`config.mk`:
```
export PLATFORM = sky130hd
export DESIGN_NAME = multi_head_sensor_fault_monitor_core
export DESIGN_NICKNAME = d
export VERILOG_FILES = /design/src/hdl/mhsfm_pkg.sv /design/src/hdl/mhsfm_ctrl.sv /design/src/hdl/mhsfm_dp.sv /design/src/hdl/multi_head_sensor_fault_monitor_core.sv
export SDC_FILE = /design/constraint.sdc
export NUM_CORES = 1
export LEC_CHECK = 0
export BUFFER_PORTS_ARGS = -buffer_cell sky130_fd_sc_hd__buf_2
export CORE_MARGIN = 4
export CORE_UTILIZATION = 55
export CTS_CLUSTER_SIZE = 8
export DETAILED_ROUTE_END_ITERATION = 7
export PLACE_DENSITY = 0.72
export RECOVER_POWER = 100
export SLEW_MARGIN = 20
export SYNTH_ARGS = -nofsm -noshare
export SYNTH_HDL_FRONTEND = slang
export SYNTH_SLANG_ARGS = --single-unit
```
`constraint.sdc`:
```
create_clock -name clk -period 14.9 [get_ports clk]
set_input_delay 0.745 -clock clk [delete_from_list [all_inputs] [get_ports clk]]
set_output_delay 0.745 -clock clk [all_outputs]
set_load 0.01 [all_outputs]
```
`src/hdl/mhsfm_pkg.sv`:
```
// Shared types, constants and helpers for the multi-head sensor fault monitor.
`default_nettype none
package mhsfm_pkg;

  localparam int HEADS        = 4;
  localparam int CHECK_PERIOD = 10;
  localparam int LINK_TIMEOUT = 10;
  localparam int MAX_RES      = 4;

  localparam int HEAD_W  = (HEADS > 1) ? $clog2(HEADS) : 1;
  localparam int CNT_W   = $clog2(MAX_RES + 1);
  localparam int FAULT_W = 10;

  localparam logic [15:0] VOLT_HIGH_LEVEL = 16'h00B4;
  localparam logic [15:0] VOLT_LOW_LEVEL  = 16'h0073;
  localparam logic [7:0]  AGE_MAX         = 8'hFF;
  localparam logic [4:0]  ADDR_STEP       = 5'd5;

  localparam int B_IGBT_OPEN  = 0;
  localparam int B_IGBT_SHORT = 1;
  localparam int B_IGBT_HOT   = 2;
  localparam int B_BOT_OPEN   = 3;
  localparam int B_BOT_SHORT  = 4;
  localparam int B_BOT_HOT    = 5;
  localparam int B_COMM       = 6;
  localparam int B_VHIGH      = 7;
  localparam int B_VLOW       = 8;
  localparam int B_HW         = 9;

  localparam logic FUNC_SAMPLE = 1'b0;
  localparam logic FUNC_TICK   = 1'b1;

  typedef enum logic [2:0] {
    REG_IGBT_OPEN,
    REG_IGBT_SHORT,
    REG_IGBT_HOT,
    REG_IGBT_RECOVER,
    REG_BOT_OPEN,
    REG_BOT_SHORT,
    REG_BOT_HOT,
    REG_FAULT_DELAY
  } cfg_reg_t;

  typedef enum logic [1:0] {
    ST_IDLE,
    ST_CHECK,
    ST_EMIT
  } state_t;

  typedef struct packed {
    logic store;
    logic tick;
    logic check;
    logic emit_step;
    logic emit_beat;
  } cmd_t;

  typedef struct packed {
    logic check_due;
    logic last_head;
    logic emit_ok;
  } sts_t;

  function automatic logic [4:0] addr_of(input logic [HEAD_W-1:0] h);
    return 5'(ADDR_STEP + ADDR_STEP * 5'(h));
  endfunction

endpackage
`default_nettype wire

```
`src/hdl/mhsfm_ctrl.sv`:
```
// Sequencer: idle/accept, per-head check walk, result emission.
`default_nettype none
module mhsfm_ctrl
  import mhsfm_pkg::*;
(
  input  wire  clk,
  input  wire  rst,
  input  wire  s_tvalid,
  output logic s_tready,
  input  wire  s_tuser,
  output logic m_tvalid,
  input  wire  m_tready,
  input  sts_t sts,
  output cmd_t cmd
);

  state_t state, state_next;

  always_ff @(posedge clk) begin
    if (rst) begin
      state <= ST_IDLE;
    end else begin
      state <= state_next;
    end
  end

  always_comb begin
    state_next = state;
    unique case (state)
      ST_IDLE: begin
        if (s_tvalid && s_tuser == FUNC_TICK && sts.check_due) begin
          state_next = ST_CHECK;
        end
      end
      ST_CHECK: begin
        if (sts.last_head) begin
          state_next = ST_EMIT;
        end
      end
      ST_EMIT: begin
        if (sts.last_head && (!sts.emit_ok || m_tready)) begin
          state_next = ST_IDLE;
        end
      end
      default: state_next = ST_IDLE;
    endcase
  end

  always_comb begin
    cmd       = '0;
    s_tready  = 1'b0;
    m_tvalid  = 1'b0;
    unique case (state)
      ST_IDLE: begin
        s_tready  = 1'b1;
        cmd.store = s_tvalid && (s_tuser == FUNC_SAMPLE);
        cmd.tick  = s_tvalid && (s_tuser == FUNC_TICK);
      end
      ST_CHECK: begin
        cmd.check = 1'b1;
      end
      ST_EMIT: begin
        m_tvalid      = sts.emit_ok;
        cmd.emit_step = !sts.emit_ok || m_tready;
        cmd.emit_beat = sts.emit_ok && m_tready;
      end
      default: begin
        cmd = '0;
      end
    endcase
  end

endmodule
`default_nettype wire

```
`src/hdl/mhsfm_dp.sv`:
```
// Datapath: config registers, per-head state, check unit and result mux.
`default_nettype none
module mhsfm_dp
  import mhsfm_pkg::*;
(
  input  wire                clk,
  input  wire                rst,
  input  wire                cfg_we,
  input  wire  [2:0]         cfg_index,
  input  wire  [15:0]        cfg_data,
  input  wire  [1:0]         in_head,
  input  wire  [15:0]        in_igbt,
  input  wire  [15:0]        in_bot,
  input  wire  [15:0]        in_volt,
  input  wire                in_online,
  input  cmd_t               cmd,
  output sts_t               sts,
  output logic [HEAD_W-1:0]  out_head,
  output logic [4:0]         out_addr,
  output logic [FAULT_W-1:0] out_fault,
  output logic               out_last
);

  logic [15:0] igbt_open_level, igbt_short_level, igbt_hot_level, igbt_recover_level;
  logic [15:0] bot_open_level, bot_short_level, bot_hot_level;
  logic [7:0]  fault_delay;

  logic [7:0]         period_count;
  logic [HEADS-1:0]   online_flag;
  logic [FAULT_W-1:0] fault_bits [HEADS];
  logic [7:0]         igbt_delay [HEADS];
  logic [7:0]         bot_delay  [HEADS];
  logic [7:0]         comm_delay [HEADS];
  logic [7:0]         link_age   [HEADS];
  logic [15:0]        igbt_store [HEADS];
  logic [15:0]        bot_store  [HEADS];
  logic [15:0]        volt_store [HEADS];

  logic               some_online;
  logic [HEADS-1:0]   changed;
  logic [HEAD_W-1:0]  ptr;
  logic [CNT_W-1:0]   cnt;

  logic [FAULT_W-1:0] fw;
  logic [7:0]         link_age_next, cd, id, bd;
  logic               onl;
  logic               rest;

  // check of head ptr
  always_comb begin
    logic [15:0] iv, bv, vv;
    iv    = igbt_store[ptr];
    bv    = bot_store[ptr];
    vv    = volt_store[ptr];
    fw    = fault_bits[ptr];
    onl   = online_flag[ptr];
    cd    = comm_delay[ptr];
    id    = igbt_delay[ptr];
    bd    = bot_delay[ptr];
    link_age_next = (link_age[ptr] != AGE_MAX) ? link_age[ptr] + 8'd1 : link_age[ptr];

    if (some_online && onl) begin
      fw[B_VHIGH] = vv > VOLT_HIGH_LEVEL;
      fw[B_VLOW]  = vv < VOLT_LOW_LEVEL;
    end

    if (link_age_next > 8'(LINK_TIMEOUT)) begin
      onl = 1'b0;
      if (cd < fault_delay) cd = cd + 8'd1;
      else fw[B_COMM] = 1'b1;
    end else begin
      onl        = 1'b1;
      fw[B_COMM] = 1'b0;
      cd         = '0;
    end

    if (onl) begin
      if (iv <= igbt_open_level) begin
        if (id < fault_delay) id = id + 8'd1;
        else fw[B_IGBT_OPEN] = 1'b1;
        fw[B_IGBT_SHORT] = 1'b0;
      end else if (iv >= igbt_short_level) begin
        if (id < fault_delay) id = id + 8'd1;
        else fw[B_IGBT_SHORT] = 1'b1;
        fw[B_IGBT_OPEN] = 1'b0;
      end else begin
        if (iv > igbt_hot_level) begin
          if (id < fault_delay) id = id + 8'd1;
          else fw[B_IGBT_HOT] = 1'b1;
        end else begin
          if (iv < igbt_recover_level) fw[B_IGBT_HOT] = 1'b0;
          id = '0;
        end
        fw[B_IGBT_OPEN]  = 1'b0;
        fw[B_IGBT_SHORT] = 1'b0;
      end

      if (bv <= bot_open_level) begin
        if (bd < fault_delay) bd = bd + 8'd1;
        else fw[B_BOT_OPEN] = 1'b1;
        fw[B_BOT_SHORT] = 1'b0;
      end else if (bv >= bot_short_level) begin
        if (bd < fault_delay) bd = bd + 8'd1;
        else fw[B_BOT_SHORT] = 1'b1;
        fw[B_BOT_OPEN] = 1'b0;
      end else begin
        if (bv > bot_hot_level) begin
          if (bd < fault_delay) bd = bd + 8'd1;
          else fw[B_BOT_HOT] = 1'b1;
        end else begin
          bd = '0;
        end
        fw[B_BOT_OPEN]  = 1'b0;
        fw[B_BOT_SHORT] = 1'b0;
      end
    end

    fw[B_HW] = fw[B_IGBT_OPEN] | fw[B_IGBT_SHORT] | fw[B_BOT_OPEN] | fw[B_BOT_SHORT];
  end

  always_comb begin
    rest = 1'b0;
    for (int i = 0; i < HEADS; i++) begin
      if (changed[i] && HEAD_W'(i) > ptr) rest = 1'b1;
    end
  end

  assign sts.check_due = ({1'b0, period_count} + 9'd1) >= 9'(CHECK_PERIOD);
  assign sts.last_head = ptr == HEAD_W'(HEADS - 1);
  assign sts.emit_ok   = changed[ptr] && (cnt < CNT_W'(MAX_RES));

  assign out_head  = ptr;
  assign out_addr  = addr_of(ptr);
  assign out_fault = fault_bits[ptr];
  assign out_last  = !rest || (cnt == CNT_W'(MAX_RES - 1));

  always_ff @(posedge clk) begin
    if (rst) begin
      igbt_open_level    <= 16'd0;
      igbt_short_level   <= 16'hFFFF;
      igbt_hot_level     <= 16'hFFFF;
      igbt_recover_level <= 16'd0;
      bot_open_level     <= 16'd0;
      bot_short_level    <= 16'hFFFF;
      bot_hot_level      <= 16'hFFFF;
      fault_delay        <= 8'd3;
    end else if (cfg_we) begin
      unique case (cfg_reg_t'(cfg_index))
        REG_IGBT_OPEN:    igbt_open_level    <= cfg_data;
        REG_IGBT_SHORT:   igbt_short_level   <= cfg_data;
        REG_IGBT_HOT:     igbt_hot_level     <= cfg_data;
        REG_IGBT_RECOVER: igbt_recover_level <= cfg_data;
        REG_BOT_OPEN:     bot_open_level     <= cfg_data;
        REG_BOT_SHORT:    bot_short_level    <= cfg_data;
        REG_BOT_HOT:      bot_hot_level      <= cfg_data;
        REG_FAULT_DELAY:  fault_delay        <= cfg_data[7:0];
        default:          fault_delay        <= fault_delay;
      endcase
    end
  end

  always_ff @(posedge clk) begin
    if (rst) begin
      period_count <= '0;
      online_flag  <= '0;
      some_online  <= 1'b0;
      changed      <= '0;
      ptr          <= '0;
      cnt          <= '0;
      for (int i = 0; i < HEADS; i++) begin
        fault_bits[i] <= '0;
        igbt_delay[i] <= '0;
        bot_delay[i]  <= '0;
        comm_delay[i] <= '0;
        link_age[i]   <= AGE_MAX;
        igbt_store[i] <= '0;
        bot_store[i]  <= '0;
        volt_store[i] <= '0;
      end
    end else begin
      if (cmd.store && ({30'd0, in_head} < HEADS)) begin
        igbt_store[in_head[HEAD_W-1:0]]  <= in_igbt;
        bot_store[in_head[HEAD_W-1:0]]   <= in_bot;
        volt_store[in_head[HEAD_W-1:0]]  <= in_volt;
        online_flag[in_head[HEAD_W-1:0]] <= in_online;
        link_age[in_head[HEAD_W-1:0]]    <= '0;
      end
      if (cmd.tick) begin
        if (sts.check_due) begin
          period_count <= '0;
          ptr          <= '0;
          some_online  <= |online_flag;
          changed      <= '0;
        end else begin
          period_count <= period_count + 8'd1;
        end
      end
      if (cmd.check) begin
        fault_bits[ptr]  <= fw;
        online_flag[ptr] <= onl;
        comm_delay[ptr]  <= cd;
        igbt_delay[ptr]  <= id;
        bot_delay[ptr]   <= bd;
        link_age[ptr]    <= link_age_next;
        changed[ptr]     <= fw != fault_bits[ptr];
        ptr              <= sts.last_head ? '0 : ptr + HEAD_W'(1);
        cnt              <= '0;
      end
      if (cmd.emit_step) begin
        ptr <= sts.last_head ? '0 : ptr + HEAD_W'(1);
      end
      if (cmd.emit_beat) begin
        cnt <= cnt + CNT_W'(1);
      end
    end
  end

endmodule
`default_nettype wire

```
`src/hdl/multi_head_sensor_fault_monitor_core.sv`:
```
// Top level: multi-head sensor fault monitor, stream in/out plus config writes.
//
// Input beats (s_*): s_tuser selects a sample update (0) or a 10 ms tick (1).
// A sample update stores one head's readings and online flag and restarts its
// link age and produces nothing. A tick advances the period counter; every
// CHECK_PERIOD ticks a check runs. A check walks the heads one per cycle
// (one shared check unit), then walks them again to emit one output beat per
// head whose fault word changed, in rising head order, tlast on the final one.
// s_tready is low during a check and its emission; a stalled receiver holds
// the block in the emit walk with the beat steady on m_*.
// Config writes (cfg_we, cfg_index, cfg_data) take effect at the next edge.
// Synchronous reset restores thresholds to defaults, clears all fault state,
// and sets every head's link age to its maximum.
`default_nettype none
module multi_head_sensor_fault_monitor_core
  import mhsfm_pkg::*;
(
  input  wire         clk,
  input  wire         rst,
  input  wire         s_tvalid,
  output logic        s_tready,
  input  wire  [55:0] s_tdata,   // head[1:0], igbt_reading, bot_reading, volt_reading, link_online
  input  wire         s_tuser,   // func
  output logic        m_tvalid,
  input  wire         m_tready,
  output logic [23:0] m_tdata,   // head[1:0], slave_address[4:0], fault_word[9:0]
  output logic        m_tlast,
  input  wire         cfg_we,
  input  wire  [2:0]  cfg_index,
  input  wire  [15:0] cfg_data
);

  cmd_t               cmd;
  sts_t               sts;
  logic [HEAD_W-1:0]  out_head;
  logic [4:0]         out_addr;
  logic [FAULT_W-1:0] out_fault;

  mhsfm_ctrl u_ctrl (
    .clk      (clk),
    .rst      (rst),
    .s_tvalid (s_tvalid),
    .s_tready (s_tready),
    .s_tuser  (s_tuser),
    .m_tvalid (m_tvalid),
    .m_tready (m_tready),
    .sts      (sts),
    .cmd      (cmd)
  );

  mhsfm_dp u_dp (
    .clk       (clk),
    .rst       (rst),
    .cfg_we    (cfg_we),
    .cfg_index (cfg_index),
    .cfg_data  (cfg_data),
    .in_head   (s_tdata[1:0]),
    .in_igbt   (s_tdata[17:2]),
    .in_bot    (s_tdata[33:18]),
    .in_volt   (s_tdata[49:34]),
    .in_online (s_tdata[50]),
    .cmd       (cmd),
    .sts       (sts),
    .out_head  (out_head),
    .out_addr  (out_addr),
    .out_fault (out_fault),
    .out_last  (m_tlast)
  );

  assign m_tdata = {7'd0, out_fault, out_addr, 2'(out_head)};

endmodule
`default_nettype wire

```
==> summary.txt, run 1 <==
Die
  • Std-Cell Rows: 77
  • Initial Utilization: 56.0%
  • # IOs: 108
  • Die width: 221 um
  • Die height: roughly 220 um
  • Core Area: 44500 sq um
  • Die area: just under 50000 sq um

Setup path
  • Crit path max-delay family: compound AO/OA/AOI/OAI gates
  • R2R Path End: u_dp.changed[1]
  • Crit. End Element: register
  • CP max FO: 39
  • Worst Path Buf+Inv: 1
  • Cell mode on critical path: and4_1
  • Worst path cell trace: clkbuf_1, mux4_2, ha_1, and4_1, a21oi_1, a211oi_1, nand2_1, o21ai_0, and4_1, xor2_1, a311oi_1
  • R2R setup slack: roughly 6600 ps
  • Slowest CP cell: a211oi_1
  • CP peak stage delay: ~2300 ps
  • Arrival @ worst endpoint: 8610 ps
  • CP required: 15240 ps
  • CP startpoint kind: register
  • Kind of critical path: register to register
  • R2R cell count: 11

Clock network
  • Post_cts resized: 0
  • CTS tree: done
  • Clk root buf: clkbuf_16
  • Clock transition at path regs: roughly 50 ps
  • CTS Buf Count: 73
  • Skew-Pair Late Insertion Delay: slightly below 600 ps
  • H-Tree Depth: 3
  • CTS Sinks: 506
  • CTS Hold Buffers Added: 0
  • Number of buffers added for setup after CTS: 0
  • Longest Clk Path Bufs: 3

Synthesis
  • Top cells by count, synth: edfxtp_1 (360), nor2_1 (360), nand2_1 (287)
  • Synth Instances: 2270
  • Top FF cell, synth: edfxtp_1
  • Syn_area_per_cell: between 10 and 15 sq um
  • Post-synth top area cell: edfxtp_1
  • Post-synth EDFFs: between 300 and 400
  • Ys async rst share: 0%
  • Synth top area cells: edfxtp_1 (43%), dfxtp_1 (12%), ha_1 (7.3%), mux4_2 (7.2%), nor2_1 (5.4%)
  • Synthesized flop and latch total: 506
  • Count of unique library cells instantiated by Yosys: 72
  • Seq/Total Area, Yosys: approximately 55%
  • Ys Warns: 0
  • Synthesized cell area: 24900 sq um
  • Yosys top cell area share: 43.4%

STA
  • Final min period: 8270 ps
  • Final setup vio count: 0
  • Unrepaired setup endpoints after global routing: false
  • Slew Viols, Final: ~750
  • Final WS setup: 6630 ps
  • Fraction of the cycle the final worst path needs: a little under three fifths
  • Headroom to the max-slew limit: -173%
  • Hold Fails Final Rpt: 0
  • Setup TNS: 0 ps
  • Clk_skew: 18.8 ps
  • Worst Tran Pin Value: 4100 ps
  • Fmax: 121 MHz

Global routing
  • First-pass GRT wire length: 91700 um
  • Gr ovfl total: 0
  • Largest net degree at the start of global routing: 98
  • GR Util All Layers: about a quarter
  • Vias in the first global route: about 17000
  • Initial antenna violation count: 3

Drt
  • Antenna Nets Post-Route: 0
  • DR iter-0 viols: 1227
  • Drt total wl: between 50000 and 60000 um
  • Routed len/inst: 19.6 um
  • First drt pass iteration count: 5
  • Remaining DRCs: 0
  • Vias per cell: roughly 5.8
  • Vias: 17200

Cells and area
  • Area added between synthesis and finish: 11.3%
  • Number of fill cells in the layout: 3580
  • Final #Nets: 2573
  • Layout cells sized above 1: 11.3%
  • ANT cells: 0
  • Final std cells w/o fill: approximately 3000
  • Footprint of the multi-input gates: 9850 sq um
  • FF+latch area: 13700 sq um

Outcome
  • Failing checks: capacitance limit, slew limit
  • Status: complete, but fails checks

Worst hold path
  • Hold Path End: u_dp.igbt_open_level[12]
  • HP Class: register to register
  • Worst Min Path Start: u_dp.igbt_open_level[12]
  • Hold depth: 2

Place
  • Dpl ws: 9670 ps
  • RePlAce Congestion: 0.837
  • HPWL Detailed: 37200 um
  • Placed cells: 2863
  • PortBufs: between 90 and 100

Job
  • Max-Cap Viols: 17

Power
  • PD cells: 118 nW/um^2
  • Worst vdd ir: approximately 0.083 mV
  • LEAKAGE: 10.9 nW
[routing by layer]
metal	GRT usage (%)	vias up	share of wire (%)
met1	31.0	8423	42
met2	39.6	540	49
met5	0	-	0.079
met4	8.05	6	2.8
met3	4.33	123	6.7
li1	-	8087	-
[area by class of cell]
type / instances / area share [%]
multi-input cells: 1435 / 35.5
flip-flops and latches: 506 / 49.5
repair buffers: 119 / 2.08
well taps: 592 / 2.67
clock buffers: 97 / 6.99
clock inverters: 6 / 0.311
inverters: 212 / 2.87
[layout by cell type, fill, tap and decap left out, types with 16 or more instances in the layout]
cell type,synthesis,layout
nand3b_1,19,19
mux4_2,80,80
nand3_1,22,22
nor3_1,21,19
edfxtp_1,360,360
nor2_1,360,358
a21oi_1,106,106
a211o_1,50,50
xnor2_1,18,18
ha_1,145,145
nand4_1,22,22
nand2_1,287,287
buf_2,13,76
clkbuf_16,0,74
o21ai_0,39,42
dfxtp_1,146,146
inv_1,212,212
nand2b_1,42,36
a211oi_1,15,16
clkbuf_1,83,57
[how the worst max path moves through the flow]
stage,depth (start not counted),slack (ps),to,start
global placement,12,9780,u_dp.changed[3],register
floorplan,17,9860,u_dp.changed[3],register
global route,11,5860,u_dp.changed[1],register
finish,11,6630,u_dp.changed[1],register
detailed placement,12,9670,u_dp.changed[0],register
CTS,12,9660,u_dp.changed[0],register
[power breakdown]
group | internal, mW | switching [mW] | total (mW)
registers | 1.56 | 0.0143 | 1.58
clock network | 0.900 | 0.586 | 1.49
logic | 0.0664 | 0.133 | 0.200
total | 2.53 | 0.734 | 3.26
[worst min-delay path: cells and delay by family, from the launching register on]
kind	cells	cell delay, ps
compound gates	1	50
flops	1	300
simple gates	1	50
[registers in the layout, summed over array words and instances (netlist names), 32 cells and up, named ones only]
name and flops:
u_dp.volt_store 64, u_dp.igbt_delay 32, u_dp.link_age 32, u_dp.bot_store 64
u_dp.igbt_store 64, u_dp.bot_delay 32, u_dp.fault_bits 40, u_dp.comm_delay 32
[per-stage QoR]
step | instance area, sq um | util (%) | total power [mW] | hold slack, ps
3_3_place_gp | 25800 | 58.0 | 1.79 | 438
6_report | 27700 | 62.3 | 3.26 | 453
4_1_cts | 27800 | 62.6 | 3.28 | 453
3_5_place_dp | 25800 | 58.0 | 1.80 | 441
5_1_grt | 27700 | 62.3 | 3.37 | 466
2_1_floorplan | 24900 | - | 1.73 | 421
[logic make-up after synthesis]
kind of cell | after synthesis | synth area share [%]
muxes | 96 | 7.89
other | 1 | 0.0151
and+or+nand+nor | 857 | 15.1
buffers and inverters | 335 | 5.44
xor gates and xnor gates | 30 | 1.08
DFF | 506 | 55.1
AOI/OAI and AO/OA | 300 | 8.03
adders and majority gates | 145 | 7.28
No activity file was read; power rests on OpenSTA's default activity.
==> run 2, diff against run 1 <==
--- a/config.mk
+++ b/config.mk
@@ -10,7 +10,7 @@
 export CORE_UTILIZATION = 55
 export CTS_CLUSTER_SIZE = 8
 export DETAILED_ROUTE_END_ITERATION = 7
-export PLACE_DENSITY = 0.72
+export PLACE_DENSITY = 0.75
 export RECOVER_POWER = 100
 export SLEW_MARGIN = 20
 export SYNTH_ARGS = -nofsm -noshare
==> constraint.sdc (replaced) <==
create_clock -name clk -period 6.7 [get_ports clk]
set_input_delay 0.335 -clock clk [delete_from_list [all_inputs] [get_ports clk]]
set_output_delay 0.335 -clock clk [all_outputs]
set_load 0.01 [all_outputs]
==> summary.txt, run 2 (synthesis gave the netlist of run 1 again) <==
Outcome
  • Status: complete, but fails checks
  • Failing checks: capacitance limit, slew limit

STA
  • Final setup vio count: 0
  • Fraction of the cycle the final worst path needs: 82.9%
  • Final min period: 5550 ps
  • Headroom to the max-slew limit: -157%
  • Hold Fails Final Rpt: 0
  • Fmax: 180 MHz
  • Unrepaired setup endpoints after global routing: false
  • Final WS setup: roughly 1100 ps
  • Slew Viols, Final: 393
  • Clk_skew: approximately 15 ps
  • Setup TNS: 0 ps
  • Worst Tran Pin Value: around 3900 ps

Setup path
  • CP max FO: 89
  • CP startpoint kind: primary input
  • Arrival @ worst endpoint: 5680 ps
  • R2R Path End: u_dp.changed[3]
  • Crit. End Element: register
  • R2R cell count: 13
  • CP required: around 6800 ps
  • CP peak stage delay: 2660 ps
  • Crit path max-delay family: buffers and inverters
  • R2R setup slack: 1410 ps
  • Worst path cell trace: clkbuf_1, nand2b_2, clkbuf_1
  • Worst setup path startpoint: rst
  • Cell mode on critical path: clkbuf_1
  • Worst Path Buf+Inv: 2
  • Kind of critical path: primary input to register
  • Slowest CP cell: clkbuf_1
  • Worst path depth: 3
  • Worst setup path end: u_dp.igbt_store[2][11]

Cells and area
  • Final #Nets: 2572
  • Commonest non-fill, non-tap cell in the layout: edfxtp_1
  • Layout cells sized above 1: 11.8%
  • Commonest cells after routing, fill and taps aside: edfxtp_1 (360), nor2_1 (358), nand2_1 (287)
  • Number of fill cells in the layout: 3467
  • Biggest regs: u_dp.bot_store: 64 flops, u_dp.igbt_store: 64 flops, u_dp.volt_store: 64 flops
  • Area added between synthesis and finish: 11.5%

Drt
  • DR iter-0 viols: about 1300
  • Routed len/inst: between 15 and 20 um
  • Antenna Nets Post-Route: 0
  • Remaining DRCs: 0
  • Vias per cell: 5.79
  • First drt pass iteration count: 6
  • Vias: ~17000
  • Drt total wl: 58600 um

Power
  • Worst vdd ir: 0.225 mV
  • LEAKAGE: 11.0 nW
  • NetSw: 1.63 mW
  • Power share of the combinational group: 6.1%
  • PD cells: roughly 260 nW/um^2
  • Sw frac: 22.5%
  • Flop pwr share: 48.3%
  • Clk pwr share: a little under half
  • Internal power: 5.62 mW

Place
  • PortBufs: 95
  • RePlAce Congestion: 0.874
  • Dpl ws: 2040 ps
  • HPWL Detailed: 37200 um

Die
  • Die area: around 50000 sq um
  • # IOs: approximately 110
  • Std-Cell Rows: a little under 80
  • Initial Utilization: 56.0%
  • Core Area: 44500 sq um
  • Die width: between 200 and 250 um
  • Die height: 221 um

Clock network
  • Number of buffers added for setup after CTS: 0
  • CTS Hold Buffers Added: 0
  • Longest Clk Path Bufs: 3
  • H-Tree Depth: 3
  • CTS Sinks: 506
  • Clk root buf: clkbuf_16
  • CTS tree: done
  • Clock transition at path regs: 50 ps
  • CTS Buf Count: between 70 and 80
  • Post_cts resized: 0
  • Skew-Pair Late Insertion Delay: 590 ps

Global routing
  • First-pass GRT wire length: 92000 um
  • GR Util All Layers: 23.4%
  • Gr ovfl total: 0
  • Largest net degree at the start of global routing: 90
  • Initial antenna violation count: 2
  • Vias in the first global route: 17500

Worst hold path
  • HP Class: primary input to register

Job
  • Max-Cap Viols: 8
## run 2: cell count changes in the layout (fill, tap and decap cells not counted), sizes merged
cell / delta
clkinvlp: +1
clkinv: -3
inv: +2
clkbuf: -4
diode: +1
buf: +3
## run 2: power groups by stage
stage	Sequential (mW)	Clock [mW]	Combinational [mW]
2_1_floorplan	3.55	0	0.294
3_3_place_gp	3.55	0	0.426
3_5_place_dp	3.56	0	0.441
4_1_cts	3.50	3.35	0.446
5_1_grt	3.51	3.49	0.493
6_report	3.50	3.30	0.445
## run 2: worst min-delay path by stage
stage	startpoint	end	slack, ps	cells after the start
after floorplan	u_dp.period_count[7]	u_dp.period_count[7]	420	1
after global placement	u_dp.period_count[7]	u_dp.period_count[7]	440	1
after detailed placement	u_dp.igbt_recover_level[0]	u_dp.igbt_recover_level[0]	440	2
after CTS	m_tready	u_dp.cnt[1]	30	3
after global routing	s_tdata[26]	u_dp.bot_store[3][8]	80	3
final	m_tready	u_dp.cnt[1]	50	3
## run 2: per-layer routing
layer,wire length [um],vias to the layer above,global-route usage [%]
met5,16,-,0
met3,3870,98,3.68
li1,-,8079,-
met1,24400,8425,31.2
met4,1640,2,7.91
met2,28700,570,39.7
## run 2: layout make-up
cell class	count	area, sq um	share of cell area (%)
Antenna cell	1	2.50	0.00901
Sequential cell	506	13700	49.5
Inverter	212	796	2.87
Tap cell	592	741	2.67
Clock buffer	97	1940	6.98
Timing Repair Buffer	118	603	2.17
Clock inverter	6	81.3	0.293
Multi-Input combinational cell	1435	9870	35.5
## run 2: worst min-delay path, stage by stage
cell and delay [ps]:
buf_2 120, nand3_1 70, a21oi_1 50
## run 2: stage by stage
stage / cell area, sq um / util (%) / std cells / hold slack [ps] / power [mW]
floorplan: 24900 / - / 2276 / 421 / 3.84
global placement: 25800 / 58.0 / 2863 / 439 / 3.97
detailed placement: 25800 / 58.0 / 2863 / 442 / 4.00
CTS: 27800 / 62.6 / 2966 / 29.1 / 7.29
global route: 27800 / 62.4 / 2967 / 75.2 / 7.49
finish: 27800 / 62.4 / 2967 / 48.6 / 7.25
==> run 3, diff against run 2 <==
==> constraint.sdc (replaced) <==
create_clock -name clk -period 5 [get_ports clk]
set_input_delay 0.25 -clock clk [delete_from_list [all_inputs] [get_ports clk]]
set_output_delay 0.25 -clock clk [all_outputs]
set_load 0.01 [all_outputs]
==> summary.txt, run 3 (synthesis gave the netlist of run 1 again) <==
Outcome
  • Status: complete, but fails checks
  • Failing checks: capacitance limit, slew limit

Setup path
  • CP max FO: 23
  • Arrival @ worst endpoint: a little over 5000 ps
  • Kind of critical path: register to register
  • CP required: 5390 ps
  • R2R setup slack: 350 ps
  • CP startpoint kind: register
  • R2R cell count: 11
  • Crit. End Element: register

Cells and area
  • ANT cells: 0
  • Final #Nets: 2617
  • Area added between synthesis and finish: 13.3%
  • Commonest cells after routing, fill and taps aside: edfxtp_1 (360), nor2_1 (358), nand2_1 (287)
  • Util after Layout: 63.4%
  • Commonest non-fill, non-tap cell in the layout: edfxtp_1
  • Biggest regs: u_dp.bot_store: 64 flops, u_dp.igbt_store: 64 flops, u_dp.volt_store: 64 flops
  • Layout cells sized above 1: 11.6%
  • Final std cells w/o fill: roughly 3000

STA
  • Fraction of the cycle the final worst path needs: 93.0%
  • Headroom to the max-slew limit: -129%
  • Slew Viols, Final: 454
  • Unrepaired setup endpoints after global routing: false
  • Setup TNS: 0 ps
  • Clk_skew: 14.9 ps
  • Hold Fails Final Rpt: 0
  • Worst Tran Pin Value: 3440 ps
  • Final min period: about 4600 ps
  • Final setup vio count: 0
  • Fmax: 215 MHz

Place
  • PortBufs: 95
  • HPWL Detailed: 38700 um
  • Placed cells: 2874
  • RePlAce Congestion: 0.879

Die
  • Die height: 221 um
  • Die area: 48800 sq um
  • Die width: 221 um
  • # IOs: 108
  • Std-Cell Rows: 77
  • Initial Utilization: a little under three fifths
  • Core Area: 44500 sq um

Drt
  • Met3 routed WL: 4280 um
  • First drt pass iteration count: 5
  • Metal-1 WL: 25300 um
  • Top routing layer used: met5
  • Antenna Nets Post-Route: 0
  • Remaining DRCs: 0
  • Routed len/inst: 20.2 um
  • Vias per cell: 5.84
  • Drt total wl: 61000 um
  • Routed wl met2: 30100 um
  • DR iter-0 viols: 1541
  • Vias: 17700

Worst hold path
  • HP Class: primary input to register
  • Hold depth: 3

Global routing
  • Vias in the first global route: 17800
  • Initial antenna violation count: 1
  • GR Util All Layers: 24.5%
  • Gr ovfl total: 0
  • Largest net degree at the start of global routing: 83
  • First-pass GRT wire length: 95800 um

Power
  • LEAKAGE: 11.2 nW
  • PD cells: roughly 350 nW/um^2
  • Worst vdd ir: 0.274 mV

Clock network
  • Number of buffers added for setup after CTS: 0
  • Longest Clk Path Bufs: 3
  • CTS Sinks: 506
  • Skew-Pair Late Insertion Delay: 590 ps
  • CTS Buf Count: 73
  • Clock transition at path regs: 50 ps
  • Clk root buf: clkbuf_16
  • H-Tree Depth: 3
  • CTS tree: done

Job
  • Max-Cap Viols: 11
[run 3: cell count changes in the layout (fill, tap and decap cells not counted), sizes merged]
cell / change
dlygate4sd3: +34
clkbuf: +19
buf: +5
clkinv: +2
clkinvlp: -1
diode: -1
inv: -1
[run 3: final timing paths]
check,from,to
hold / removal,s_tdata[12],u_dp.igbt_store[3][10]
hold reg to reg,u_dp.bot_open_level[15],u_dp.bot_open_level[15]
setup / recovery,register,u_dp.changed[3]
setup reg to reg,register,u_dp.changed[3]
[run 3: timing repair]
item,4_1_cts,5_1_grt
gates resized for setup,0,0
setup endpoints to repair,0,0
hold buffers,34,0
endpoints found under the hold margin,60,0
[run 3: per-layer routing]
metal / up-vias / track usage, %
li1: 8186 / -
met1: 8728 / 32.8
met2: 648 / 41.6
met3: 101 / 3.67
met4: 2 / 8.07
met5: - / 0
[run 3: area by class of cell]
cell class                 instances  area [sq um]
inverter                         212           796
clock buffer                     110          2020
tap                              592           741
sequential                       506         13700
multi-input combinational       1435          9850
clock inverter                     6          75.1
timing repair buffer             163          1010
fill                            3387         16300
[run 3: metrics by stage]
stage               hold WS [ps]  cell area (sq um)  worst slack [ps]  total power [mW]
floorplan                    368              24900              51.5              5.15
global placement             438              25900               563              5.33
detailed placement           441              25900               445              5.37
CTS                        0.228              28300               416              9.89
global route                16.1              28200              73.6              10.2
finish                      23.1              28200               352              9.86
[run 3: worst max-delay path, stage by stage, from the launching register on]
cell,delay (ps)
dfxtp_4,630
buf_4,340
mux4_2,340
ha_1,340
and4_1,320
a21oi_1,130
a211oi_4,530
clkbuf_1,650
or3b_2,250
nand4_1,90
nor3_1,610
a311oi_1,200
[run 3: power breakdown]
group / leakage [nW] / internal [mW] / switching, mW
clock: 1.01 / 2.76 / 1.77
combinational: 5.36 / 0.216 / 0.408
sequential: 4.81 / 4.65 / 0.0469
